**config.mk**
```make
export PLATFORM = sky130hd
export DESIGN_NAME = positional_list_engine_flat
export DESIGN_NICKNAME = d
export VERILOG_FILES = /design/src/rtl/ple_pkg.sv /design/src/rtl/ple_cmd_if.sv /design/src/rtl/ple_rsp_if.sv /design/src/rtl/ple_cell.sv /design/src/rtl/positional_list_engine.sv /design/src/flat_wrapper.sv
export SDC_FILE = /design/constraint.sdc
export NUM_CORES = 2
export LEC_CHECK = 0
export CAP_MARGIN = 20
export CORE_MARGIN = 2
export CORE_UTILIZATION = 54
export CTS_BUF_LIST = sky130_fd_sc_hd__clkbuf_8
export DETAILED_ROUTE_END_ITERATION = 10
export DONT_BUFFER_PORTS = 1
export PLACE_DENSITY = 0.69
export SLEW_MARGIN = 40
export SYNTH_ARGS = -nofsm -noshare
export SYNTH_HDL_FRONTEND = slang
export SYNTH_SLANG_ARGS = --single-unit
```
**constraint.sdc**
```tcl
create_clock -name clk -period 6.9 [get_ports clk]
set_input_delay 1.035 -clock clk [delete_from_list [all_inputs] [get_ports clk]]
set_output_delay 1.035 -clock clk [all_outputs]
set_load 0.05 [all_outputs]
```
**src/rtl/ple_pkg.sv**
```systemverilog
// ----------------------------------------------------------------------------
// ple_pkg
// shared types and codes of the positional list engine
// ----------------------------------------------------------------------------
package ple_pkg;

	typedef enum logic [1:0] {
		CMD_INSERT  = 2'd0,
		CMD_DELETE  = 2'd1,
		CMD_REVERSE = 2'd2,
		CMD_READ    = 2'd3
	} cmd_t;

	typedef enum logic [1:0] {
		ST_OK    = 2'd0,
		ST_FULL  = 2'd1,
		ST_RANGE = 2'd2,
		ST_EMPTY = 2'd3
	} status_t;

	// what every cell of the row does at a clock edge
	typedef enum logic [1:0] {
		OP_HOLD = 2'd0,
		OP_INS  = 2'd1,
		OP_DEL  = 2'd2,
		OP_PULL = 2'd3
	} cell_op_t;

	typedef struct packed {
		cell_op_t op;
		logic     at;     // cell index equals the point
		logic     beyond; // cell index above the point
	} cell_ctrl_t;

	typedef enum logic [1:0] {
		S_IDLE = 2'd0,
		S_REV  = 2'd1,
		S_READ = 2'd2
	} state_t;

endpackage

```
**src/rtl/ple_cmd_if.sv**
```systemverilog
// ----------------------------------------------------------------------------
// ple_cmd_if
// command channel: valid/ready with cmd, position and value
// ----------------------------------------------------------------------------
interface ple_cmd_if;
	logic               valid;
	logic               ready;
	logic        [1:0]  cmd;
	logic        [4:0]  position;
	logic signed [31:0] value;

	modport source (output valid, output cmd, output position, output value, input ready);
	modport sink   (input valid, input cmd, input position, input value, output ready);
endinterface

```
**src/rtl/ple_rsp_if.sv**
```systemverilog
// ----------------------------------------------------------------------------
// ple_rsp_if
// result channel: valid/ready with status, element and list length
// ----------------------------------------------------------------------------
interface ple_rsp_if;
	logic               valid;
	logic               ready;
	logic        [1:0]  status;
	logic signed [31:0] element;
	logic               element_valid;
	logic        [4:0]  length;
	logic               last;

	modport source (
		output valid, output status, output element, output element_valid,
		output length, output last, input ready
	);
	modport sink (
		input valid, input status, input element, input element_valid,
		input length, input last, output ready
	);
endinterface

```
**src/rtl/ple_cell.sv**
```systemverilog
// ----------------------------------------------------------------------------
// ple_cell
// one list slot: holds a value, takes it from a neighbor, the head or the input
// ----------------------------------------------------------------------------
module ple_cell (
	input  logic               clk,
	input  ple_pkg::cell_ctrl_t ctrl,
	input  logic signed [31:0] left,
	input  logic signed [31:0] right,
	input  logic signed [31:0] head,
	input  logic signed [31:0] value,
	output logic signed [31:0] data
);
	import ple_pkg::*;

	logic signed [31:0] data_q;
	logic signed [31:0] data_d;

	always_comb begin
		data_d = data_q;
		unique case (ctrl.op)
			OP_HOLD: data_d = data_q;
			OP_INS: begin
				if (ctrl.beyond) data_d = left;
				else if (ctrl.at) data_d = value;
			end
			OP_DEL: begin
				if (ctrl.at || ctrl.beyond) data_d = right;
			end
			OP_PULL: begin
				// below the point shift toward head, the point takes the old head
				if (ctrl.at) data_d = head;
				else if (!ctrl.beyond) data_d = right;
			end
			default: data_d = data_q;
		endcase
	end

	always_ff @(posedge clk) begin
		data_q <= data_d;
	end

	assign data = data_q;
endmodule

```
**src/rtl/positional_list_engine.sv**
```systemverilog
// ----------------------------------------------------------------------------
// positional_list_engine
// bounded ordered list of signed 32-bit values held in a row of cells
// ----------------------------------------------------------------------------
// channel   dir  handshake     payload
// command   in   valid/ready   cmd, position, value
// result    out  valid/ready   status, element, element_valid, length, last
//
// insert, delete, refused commands, short reverse and empty read out are done at
// the accepting edge, where an insert or delete shifts the row.
// reverse of two or more: the request, then length-1 head-to-point moves, then
// the result.
// read out: the request, then one element per cycle while the result is not
// stalled; the row rotates once through its head.
// one output register parts the sides; a stalled result holds a read out in place
// and holds back the reverse result, but the head-to-point moves go on.
// reset clears the list count and control state; the cell contents and result payload are not reset.
// ----------------------------------------------------------------------------
module positional_list_engine #(
	parameter int CAPACITY = 16
) (
	input  logic         clk,
	input  logic         arst_n,
	ple_cmd_if.sink      command,
	ple_rsp_if.source    result
);
	import ple_pkg::*;

	localparam int CW = $clog2(CAPACITY + 1);
	localparam int XW = (CW > 5) ? CW : 5;

	state_t  state_q, state_d;
	logic [CW-1:0] count_q, count_d;
	logic [CW-1:0] ptr_q, ptr_d;

	logic               out_valid_q;
	status_t            status_q;
	logic signed [31:0] element_q;
	logic               element_valid_q;
	logic [4:0]         length_q;
	logic               last_q;

	logic               load;
	logic               load_ok;
	status_t            ld_status;
	logic signed [31:0] ld_element;
	logic               ld_valid;
	logic               ld_last;

	cell_op_t      op_c;
	logic [CW-1:0] point_c;

	logic signed [31:0] cell_data [CAPACITY];
	logic [XW-1:0]      pos_x;
	logic [XW-1:0]      count_x;

	assign load_ok = !out_valid_q || result.ready;
	assign command.ready = (state_q == S_IDLE) && load_ok;
	assign pos_x   = XW'(command.position);
	assign count_x = XW'(count_q);

	always_comb begin
		state_d    = state_q;
		count_d    = count_q;
		ptr_d      = ptr_q;
		op_c       = OP_HOLD;
		point_c    = '0;
		load       = 1'b0;
		ld_status  = ST_OK;
		ld_element = '0;
		ld_valid   = 1'b0;
		ld_last    = 1'b1;
		unique case (state_q)
			S_IDLE: begin
				if (command.valid && load_ok) begin
					unique case (cmd_t'(command.cmd))
						CMD_INSERT: begin
							load = 1'b1;
							if (count_q == CW'(CAPACITY)) begin
								ld_status = ST_FULL;
							end else if (pos_x > count_x) begin
								ld_status = ST_RANGE;
							end else begin
								op_c    = OP_INS;
								point_c = CW'(command.position);
								count_d = count_q + 1'b1;
							end
						end
						CMD_DELETE: begin
							load = 1'b1;
							if (count_q == '0) begin
								ld_status = ST_EMPTY;
							end else if (pos_x >= count_x) begin
								ld_status = ST_RANGE;
							end else begin
								op_c    = OP_DEL;
								point_c = CW'(command.position);
								count_d = count_q - 1'b1;
							end
						end
						CMD_REVERSE: begin
							if (count_q <= CW'(1)) begin
								load = 1'b1;
							end else begin
								ptr_d   = count_q - 1'b1;
								state_d = S_REV;
							end
						end
						CMD_READ: begin
							if (count_q == '0) begin
								load = 1'b1;
							end else begin
								ptr_d   = '0;
								state_d = S_READ;
							end
						end
						default: load = 1'b1;
					endcase
				end
			end
			S_REV: begin
				// move the head to the point, the point walks down to the head
				if (ptr_q != '0) begin
					op_c    = OP_PULL;
					point_c = ptr_q;
					ptr_d   = ptr_q - 1'b1;
				end else if (load_ok) begin
					load    = 1'b1;
					state_d = S_IDLE;
				end
			end
			S_READ: begin
				if (load_ok) begin
					load       = 1'b1;
					ld_element = cell_data[0];
					ld_valid   = 1'b1;
					ld_last    = (ptr_q == count_q - 1'b1);
					// rotate so the next element comes to the head
					op_c       = OP_PULL;
					point_c    = count_q - 1'b1;
					ptr_d      = ptr_q + 1'b1;
					if (ld_last) state_d = S_IDLE;
				end
			end
			default: state_d = S_IDLE;
		endcase
	end

	for (genvar i = 0; i < CAPACITY; i++) begin : g_cell
		cell_ctrl_t         ctrl;
		logic signed [31:0] left_d;
		logic signed [31:0] right_d;

		assign ctrl.op     = op_c;
		assign ctrl.at     = (point_c == CW'(i));
		assign ctrl.beyond = (CW'(i) > point_c);
		if (i == 0) begin : g_first
			assign left_d = cell_data[0];
		end else begin : g_left
			assign left_d = cell_data[i-1];
		end
		if (i == CAPACITY - 1) begin : g_final
			assign right_d = cell_data[i];
		end else begin : g_right
			assign right_d = cell_data[i+1];
		end

		ple_cell u_cell (
			.clk   (clk),
			.ctrl  (ctrl),
			.left  (left_d),
			.right (right_d),
			.head  (cell_data[0]),
			.value (command.value),
			.data  (cell_data[i])
		);
	end

	always_ff @(posedge clk or negedge arst_n) begin
		if (!arst_n) begin
			state_q     <= S_IDLE;
			count_q     <= '0;
			ptr_q       <= '0;
			out_valid_q <= 1'b0;
		end else begin
			state_q <= state_d;
			count_q <= count_d;
			ptr_q   <= ptr_d;
			if (load) out_valid_q <= 1'b1;
			else if (result.ready) out_valid_q <= 1'b0;
		end
	end

	always_ff @(posedge clk) begin
		if (load) begin
			status_q        <= ld_status;
			element_q       <= ld_element;
			element_valid_q <= ld_valid;
			// length is reported modulo 32
			length_q        <= 5'(count_d);
			last_q          <= ld_last;
		end
	end

	assign result.valid         = out_valid_q;
	assign result.status        = status_q;
	assign result.element       = element_q;
	assign result.element_valid = element_valid_q;
	assign result.length        = length_q;
	assign result.last          = last_q;
endmodule
```
**src/flat_wrapper.sv**
```systemverilog
// flat-port wrapper written by rule: the top's interface ports become plain ports
module positional_list_engine_flat import ple_pkg::*;
#(
	parameter int CAPACITY = 16
)
  (clk, arst_n, command_valid, command_cmd, command_position, command_value, command_ready, result_valid, result_status, result_element, result_element_valid, result_length, result_last, result_ready);
  ple_cmd_if command_i ();
  ple_rsp_if result_i ();
  input  logic clk;
  input  logic arst_n;
  input wire logic [$bits(command_i.valid)-1:0] command_valid;
  input wire logic [$bits(command_i.cmd)-1:0] command_cmd;
  input wire logic [$bits(command_i.position)-1:0] command_position;
  input wire logic [$bits(command_i.value)-1:0] command_value;
  output wire logic [$bits(command_i.ready)-1:0] command_ready;
  output wire logic [$bits(result_i.valid)-1:0] result_valid;
  output wire logic [$bits(result_i.status)-1:0] result_status;
  output wire logic [$bits(result_i.element)-1:0] result_element;
  output wire logic [$bits(result_i.element_valid)-1:0] result_element_valid;
  output wire logic [$bits(result_i.length)-1:0] result_length;
  output wire logic [$bits(result_i.last)-1:0] result_last;
  input wire logic [$bits(result_i.ready)-1:0] result_ready;
  assign command_i.valid = command_valid;
  assign command_i.cmd = command_cmd;
  assign command_i.position = command_position;
  assign command_i.value = command_value;
  assign command_ready = command_i.ready;
  assign result_valid = result_i.valid;
  assign result_status = result_i.status;
  assign result_element = result_i.element;
  assign result_element_valid = result_i.element_valid;
  assign result_length = result_i.length;
  assign result_last = result_i.last;
  assign result_i.ready = result_ready;
  positional_list_engine #(.CAPACITY(CAPACITY)) u_core (.clk(clk), .arst_n(arst_n), .command(command_i), .result(result_i));
endmodule
```
# ---- Word-level counts from Yosys, hierarchy flattened
# Cells that the tools add are included.
dict set report word_totals {
  mem_bits_ro 0
  ram_bits 0
  inputBits 43
  word_cells 331
  ff_bits 566
  out_inout_bits 43
  latchBits 0
  n_memories 0
}
dict set report op_classes {
  n_div 0
  eq_ne 83
  n_bitwise 2
  addsub 4
  mux 149
  n_shift 0
  reduce_logical 49
  n_mul 0
  magnitude_cmp 19
}
# operator n
set op_table {}
lappend op_table {{32-bit 2-to-1 mux} 78}
lappend op_table {{32-bit one-hot mux with 3 select lines} 15}
lappend op_table {{3-bit inequality test (second input constant)} 31}
lappend op_table {{5-bit 2-to-1 mux} 18}
lappend op_table {{32-bit one-hot mux with 2 select lines} 1}
lappend op_table {{4-bit AND reduction} 14}
lappend op_table {{2-bit inequality test (second input constant)} 21}
lappend op_table {{5-bit by 4-bit == test with 1-bit output (second input constant)} 8}
lappend op_table {{4-bit by 5-bit greater-than comparator with 1-bit output (first input constant)} 8}
lappend op_table {{2-bit 2-to-1 mux} 17}
lappend op_table {{5-bit one-hot mux with 2 select lines} 3}
lappend op_table {{5-bit one-hot mux with 3 select lines} 2}
lappend op_table {{5-bit by 3-bit == test with 1-bit output (second input constant)} 4}
lappend op_table {{3-bit by 5-bit greater-than comparator with 1-bit output (first input constant)} 4}
lappend op_table {{1-bit logical OR} 16}
lappend op_table {{2-bit one-hot mux with 2 select lines} 3}
lappend op_table {{2-bit one-hot mux with 3 select lines} 2}
lappend op_table {{5-bit by 1-bit adder with 5-bit output (second input constant)} 2}
lappend op_table {{2-bit == test (second input constant)} 5}
lappend op_table {{5-bit by 2-bit == test with 1-bit output (second input constant)} 2}
lappend op_table {{1-bit by 5-bit greater-than comparator with 1-bit output (first input constant)} 2}
lappend op_table {{2-bit by 5-bit greater-than comparator with 1-bit output (first input constant)} 2}
lappend op_table {{5-bit zero test} 2}
lappend op_table {{2-bit by 1-bit inequality test with 1-bit output (second input constant)} 5}
lappend op_table {{other kinds (24)} 41}

# ---- Longest topological paths before layout
dict set report depth {
  word_depth 10
  mapped_depth 15
  depth_no_buf 10
}

# ---- By module
# From an unflattened synthesis, not the netlist that was laid out.
dict set report hier_totals {
  cells_unflattened 3251
  area_unflattened_um2 36098.4
}
# mod instances area_each_um2 seq_area_each_um2 cells_each
set modules_own_cells {}
lappend modules_own_cells {ple_cell 16 2044.5 960.9 182}
lappend modules_own_cells {positional_list_engine 1 3387.0 1556.5 339}

# ---- Least setup slack after synthesis
# No wires, ideal clock.
dict set report synth_path {
  kind {in2reg}
  startpoint {in command_position[1]}
  endpoint {reg u_core.g_cell[14].u_cell.data_q[0], enable pin}
  n_path_buf 3
  path_stages 11
  setup_ps 466
  t_required_ps 6434
  slack_ps 848
  arrival_time_ps 5586
  cell_sequence {ha_1 > nor2b_1 > o211ai_1 > a221o_1 > buf_2 > a41oi_2 > nand3_1 > o211a_1 > buf_2 > buf_2 > o21ai_0}
}
dict set report synth_between {
  elab_chain_cells 10
  elab_cells_between_ends 28
  cone_classes {order compare (3); eq/ne (7); mux (14); bitwise (1); reduce/logical (3)}
}
# element line
set synth_lines {}
lappend synth_lines {{start, declared} flat_wrapper.sv:13} ;# input wire logic [$bits(command_i.position)-1:0] command_position;
lappend synth_lines {{5-bit >= comparator or 5-bit greater-than comparator (tied branches)} {positional_list_engine.sv:93, positional_list_engine.sv:81}}
lappend synth_lines {{5-bit 2-to-1 mux (on tied branches)} {positional_list_engine.sv:93, positional_list_engine.sv:81}}
lappend synth_lines {{5-bit 2-to-1 mux (on tied branches)} {positional_list_engine.sv:91, positional_list_engine.sv:79}}
lappend synth_lines {{5-bit one-hot mux with 2 select lines} positional_list_engine.sv:76} ;# unique case (cmd_t'(command.cmd))
lappend synth_lines {{5-bit 2-to-1 mux} positional_list_engine.sv:75} ;# if (command.valid && load_ok) begin
lappend synth_lines {{5-bit one-hot mux with 3 select lines} positional_list_engine.sv:73} ;# unique case (state_q)
lappend synth_lines {{4-bit by 5-bit greater-than comparator with 1-bit output or 5-bit by 4-bit == test with 1-bit output (tied branches)} {positional_list_engine.sv:156, positional_list_engine.sv:155}}
lappend synth_lines {{1-bit logical OR} ple_cell.sv:28} ;# if (ctrl.at || ctrl.beyond) data_d = right;
lappend synth_lines {{2-bit inequality test (no source line)} n/a}
lappend synth_lines {{4-bit AND reduction (no source line) *} n/a}
lappend synth_lines {{end signal, assigned} ple_cell.sv:40} ;# data_q <= data_d;
lappend synth_lines {{end, declared} ple_cell.sv:16} ;# logic signed [31:0] data_q;
# Mark *: on every way between the ends. The rest lies on a longest branch, timed or not.
# A chain may end at the register's enable or synchronous reset.

# ---- Worst setup path after layout
dict set report layout_path {
  startpoint {reg u_core.count_q[0]}
  endpoint {reg u_core.g_cell[12].u_cell.data_q[17], enable pin}
}
dict set report layout_between {
  elab_chain_cells 10
  elab_cells_between_ends 32
  cone_classes {add/sub (1); order compare (3); eq/ne (8); mux (15); bitwise (1); reduce/logical (4)}
}
# element line
set layout_lines {}
lappend layout_lines {{start, declared} positional_list_engine.sv:33} ;# logic [CW-1:0] count_q, count_d;
lappend layout_lines {{start signal, assigned} positional_list_engine.sv:187} ;# count_q <= count_d;
lappend layout_lines {{5-bit >= comparator or 5-bit greater-than comparator (tied branches)} {positional_list_engine.sv:93, positional_list_engine.sv:81}}
lappend layout_lines {{5-bit 2-to-1 mux (on tied branches)} {positional_list_engine.sv:93, positional_list_engine.sv:81}}
lappend layout_lines {{5-bit 2-to-1 mux (on tied branches)} {positional_list_engine.sv:91, positional_list_engine.sv:79}}
lappend layout_lines {{5-bit one-hot mux with 2 select lines} positional_list_engine.sv:76}
lappend layout_lines {{5-bit 2-to-1 mux} positional_list_engine.sv:75}
lappend layout_lines {{5-bit one-hot mux with 3 select lines} positional_list_engine.sv:73}
lappend layout_lines {{4-bit by 5-bit greater-than comparator with 1-bit output or 5-bit by 4-bit == test with 1-bit output (tied branches)} {positional_list_engine.sv:156, positional_list_engine.sv:155}}
lappend layout_lines {{1-bit logical OR} ple_cell.sv:28}
lappend layout_lines {{2-bit inequality test (no source line)} n/a}
lappend layout_lines {{4-bit AND reduction (no source line) *} n/a}
lappend layout_lines {{end signal, assigned} ple_cell.sv:40}
lappend layout_lines {{end, declared} ple_cell.sv:16}
# Marked as above.

==> impl_metrics.yaml <==
place:
  hpwl_um: 64700
  gp_congestion: 0.943
  portBuffers: 0
grt:
  grt_pass1_vias: 25700
  overflow: 0
  grt_antenna_before_repair: 0
  grt_pass1_wl_um: 166000
  grt_use_total_pct: 35.6
  grt_start_max_net_pins: 211
logic_synthesis:
  synth_cells: 2887
  synth_top_family_by_area: "compound AO/OA/AOI/OAI gates"
  muxShareOfSynthArea_pct: 14.1
  ys_ff_latch: 566
  synth_compound_area_share_pct: 16.5
  synthAdderAreaFrac_pct: 0.641
  syn-num-nets: 2946
  synthDistinctLibCells: 76
  synth_top_area_share_pct: 51.2
  avgSynthCellArea_um2: 11.2
  synth-edff-count: 553
  synthArstFlopShare_pct: 2.30
  synthTopCellsByArea: "edfxtp_1, mux2i_1, o221ai_1"
  syn_area_um2: 32400
  seq_area_frac_synth_pct: 52.2
  synthFlopType: "edfxtp_1"
  synthTopCellsByCount: "edfxtp_1, mux2i_1, nand2_1"
  yosys.cell_count.top_type: "edfxtp_1"
  synth-simple-area-share_pct: 11.3
  ys_warn_count: 0
  synth_xor_area_share_pct: 0.428
  yosysTopAreaCell: "edfxtp_1"
clocking:
  post_cts_resized: 0
  h-tree-depth: 3
  path_clk_slew_ns: 0.06
  cts_root_buf: "clkbuf_8"
  cts_tree: "done"
  post_cts_buffers: 0
  clk_path_buf_depth: 3
  clock_latency_ns: 0.77
  clock_sinks: 566
  ctsHoldBuffers: 1
  numCtsBuffers: 96
setup_path:
  cp-start-kind: "register"
  crit_path_cell_trace: "inv_1 -> ha_1 -> nor3b_4 -> a2111oi_4 -> nand2_2 -> o31a_1 -> o22ai_4 -> buf_4 -> nand2_1 -> o21ai_4 -> buf_4"
  crit_end: "u_core.g_cell[12].u_cell.data[17]"
  worstSetupStartpoint: "u_core.count_q[0]"
  reg2reg_depth: 11
  r2r_end: "u_core.g_cell[12].u_cell.data[17]"
  cp_slowest_cell: "a2111oi_4"
  r2r_slack_ns: 1.94
  crit_type: "reg -> reg"
  r2r_start: "u_core.count_q[0]"
  arrival_ns: 5.34
  required_ns: 7.27
  cp_max_fo: 35
  slowest_delay_ns: 0.69
  cp-end-kind: "register"
  path_common_cell: "buf_4"
sta:
  fin_tns_setup_ns: 0
  rsz0062_at_grt: "false"
  slew_headroom_pct: 37.9
  fmax_mhz: 202
  skew_ns: 0.0702
  tightest_slew_ns: 0.932
  min_period_over_period_pct: 71.9
  finalSetupViolations: 0
  period_minus_slack_ns: 4.96
  drv_slew: 0
  report.final.hold_viol_count: 0
layout:
  diodes: 0
  areaGrowthSynthToFinish_pct: 8.64
  drive_gt1_share_pct: 10.4
  fin_nets: 2789
routing:
  wire_per_inst_um: 31.8
  drtPass1Iterations: 7
  remaining_drc_errors: 0
  drtAntennaViolNets: 0
  drt_wl_total_um: 114000
  via_count: 26900
  drtIter0Drc: 4339
  avgViaCountPerCell: 7.52
job:
  drv_cap: 0
worst_hold_path:
  min_path_type: "in -> reg"
floorplanning:
  io_pins: 86
  start_util_pct: 54.7
  die_h_um: 249
  chipWidth_um: 249
  dieArea_um2: 62000
  core_area_um2: 59200
  num_rows: 89
status:
  status: "complete, no violations"
-- cells in the final DEF, fill, tap and decap left out, types with 8 or more instances in the layout --
master | synthesis | layout
edfxtp_1 | 553 | 553
mux2i_1 | 451 | 450
nand2_1 | 321 | 319
nand3_1 | 170 | 170
o221ai_1 | 158 | 158
nor3_1 | 142 | 138
a221o_1 | 125 | 125
clkbuf_8 | 0 | 97
nor2_1 | 91 | 87
o21ai_0 | 90 | 85
a211oi_1 | 70 | 69
buf_4 | 13 | 65
inv_1 | 18 | 39
a32oi_1 | 35 | 35
and3_1 | 32 | 32
a221oi_1 | 31 | 31
a31oi_1 | 31 | 31
a21boi_0 | 29 | 29
a21oi_1 | 24 | 19
clkinv_1 | 0 | 19
ha_1 | 15 | 14
clkinv_2 | 0 | 14
dfrtp_1 | 13 | 13
xnor2_1 | 11 | 11
bufinv_16 | 0 | 9
nand4_1 | 8 | 8
buf_8 | 0 | 8
buf_12 | 0 | 8
-- registers in the layout, indices dropped and copies added (netlist names) --
register,count
u_core.count_q,5
u_core.g_cell.u_cell.data,512
u_core.ptr_q,5
u_core.result.element,32
u_core.result.element_valid,1
u_core.result.last,1
u_core.result.length,5
u_core.result.status,2
u_core.result.valid,1
u_core.state_q,2
-- cell families after synthesis --
kind of cell             count (synthesis)
AO/OA/AOI/OAI                          665
XOR/XNOR                                15
adder cells (fa/ha/maj)                 16
buffers and inverters                  362
flip-flops                             566
multiplexers                           455
AND/OR/NAND/NOR                        808
-- how the worst min path moves through the flow --
stage / from / to / slack [ns] / cells after the start
6_report: command_cmd[0] / u_core.count_q[4] / 0.48 / 1
5_1_grt: command_cmd[0] / u_core.count_q[4] / 0.44 / 1
4_1_cts: command_cmd[0] / u_core.count_q[4] / 0.44 / 1
3_5_place_dp: u_core.g_cell[1].u_cell.data[26] / u_core.g_cell[0].u_cell.data[26] / 0.53 / 2
3_3_place_gp: u_core.g_cell[1].u_cell.data[28] / u_core.g_cell[0].u_cell.data[28] / 0.52 / 2
2_1_floorplan: u_core.state_q[1] / u_core.state_q[1] / 0.50 / 2
-- final cells by class --
class	instances	area, um2
tap	773	967
multi-input combinational	1959	14400
fill	4773	24000
clock buffer	97	1340
timing repair buffer	89	971
inverter	18	67.6
clock inverter	70	563
sequential	566	16900
-- critical path, delay by kind of cell, from the launching register on --
family	cells	cell delay [ns]
AOI/OAI and AO/OA	4	1.77
buffers and inverters	3	1.33
and+or+nand+nor	3	0.61
DFF	1	0.59
adders and majority gates	1	0.29
-- through the flow --
step / utilization, % / std cells / setup WS (ns) / area, um2 / hold WS (ns)
floorplan: - / 2887 / 0.848 / 32400 / 0.498
global placement: 55.6 / 3388 / 1.50 / 32900 / 0.525
detailed placement: 56.1 / 3402 / 1.69 / 33300 / 0.533
CTS: 59.4 / 3570 / 1.83 / 35200 / 0.438
global route: 59.5 / 3572 / 1.66 / 35200 / 0.436
finish: 59.5 / 3572 / 1.94 / 35200 / 0.475
-- per-layer routing --
metal / global-route usage [%] / vias up / routed length (um)
met2: 54.2 / 2257 / 50500
li1: - / 11100 / -
met4: 18.1 / 0 / 6160
met3: 9.20 / 464 / 14400
met5: 0 / - / 0
met1: 47.2 / 13100 / 42600
Power is left out: the tool's default activity adds up to more than one toggle a clock period on the data nets, which glitch-free logic cannot reach.
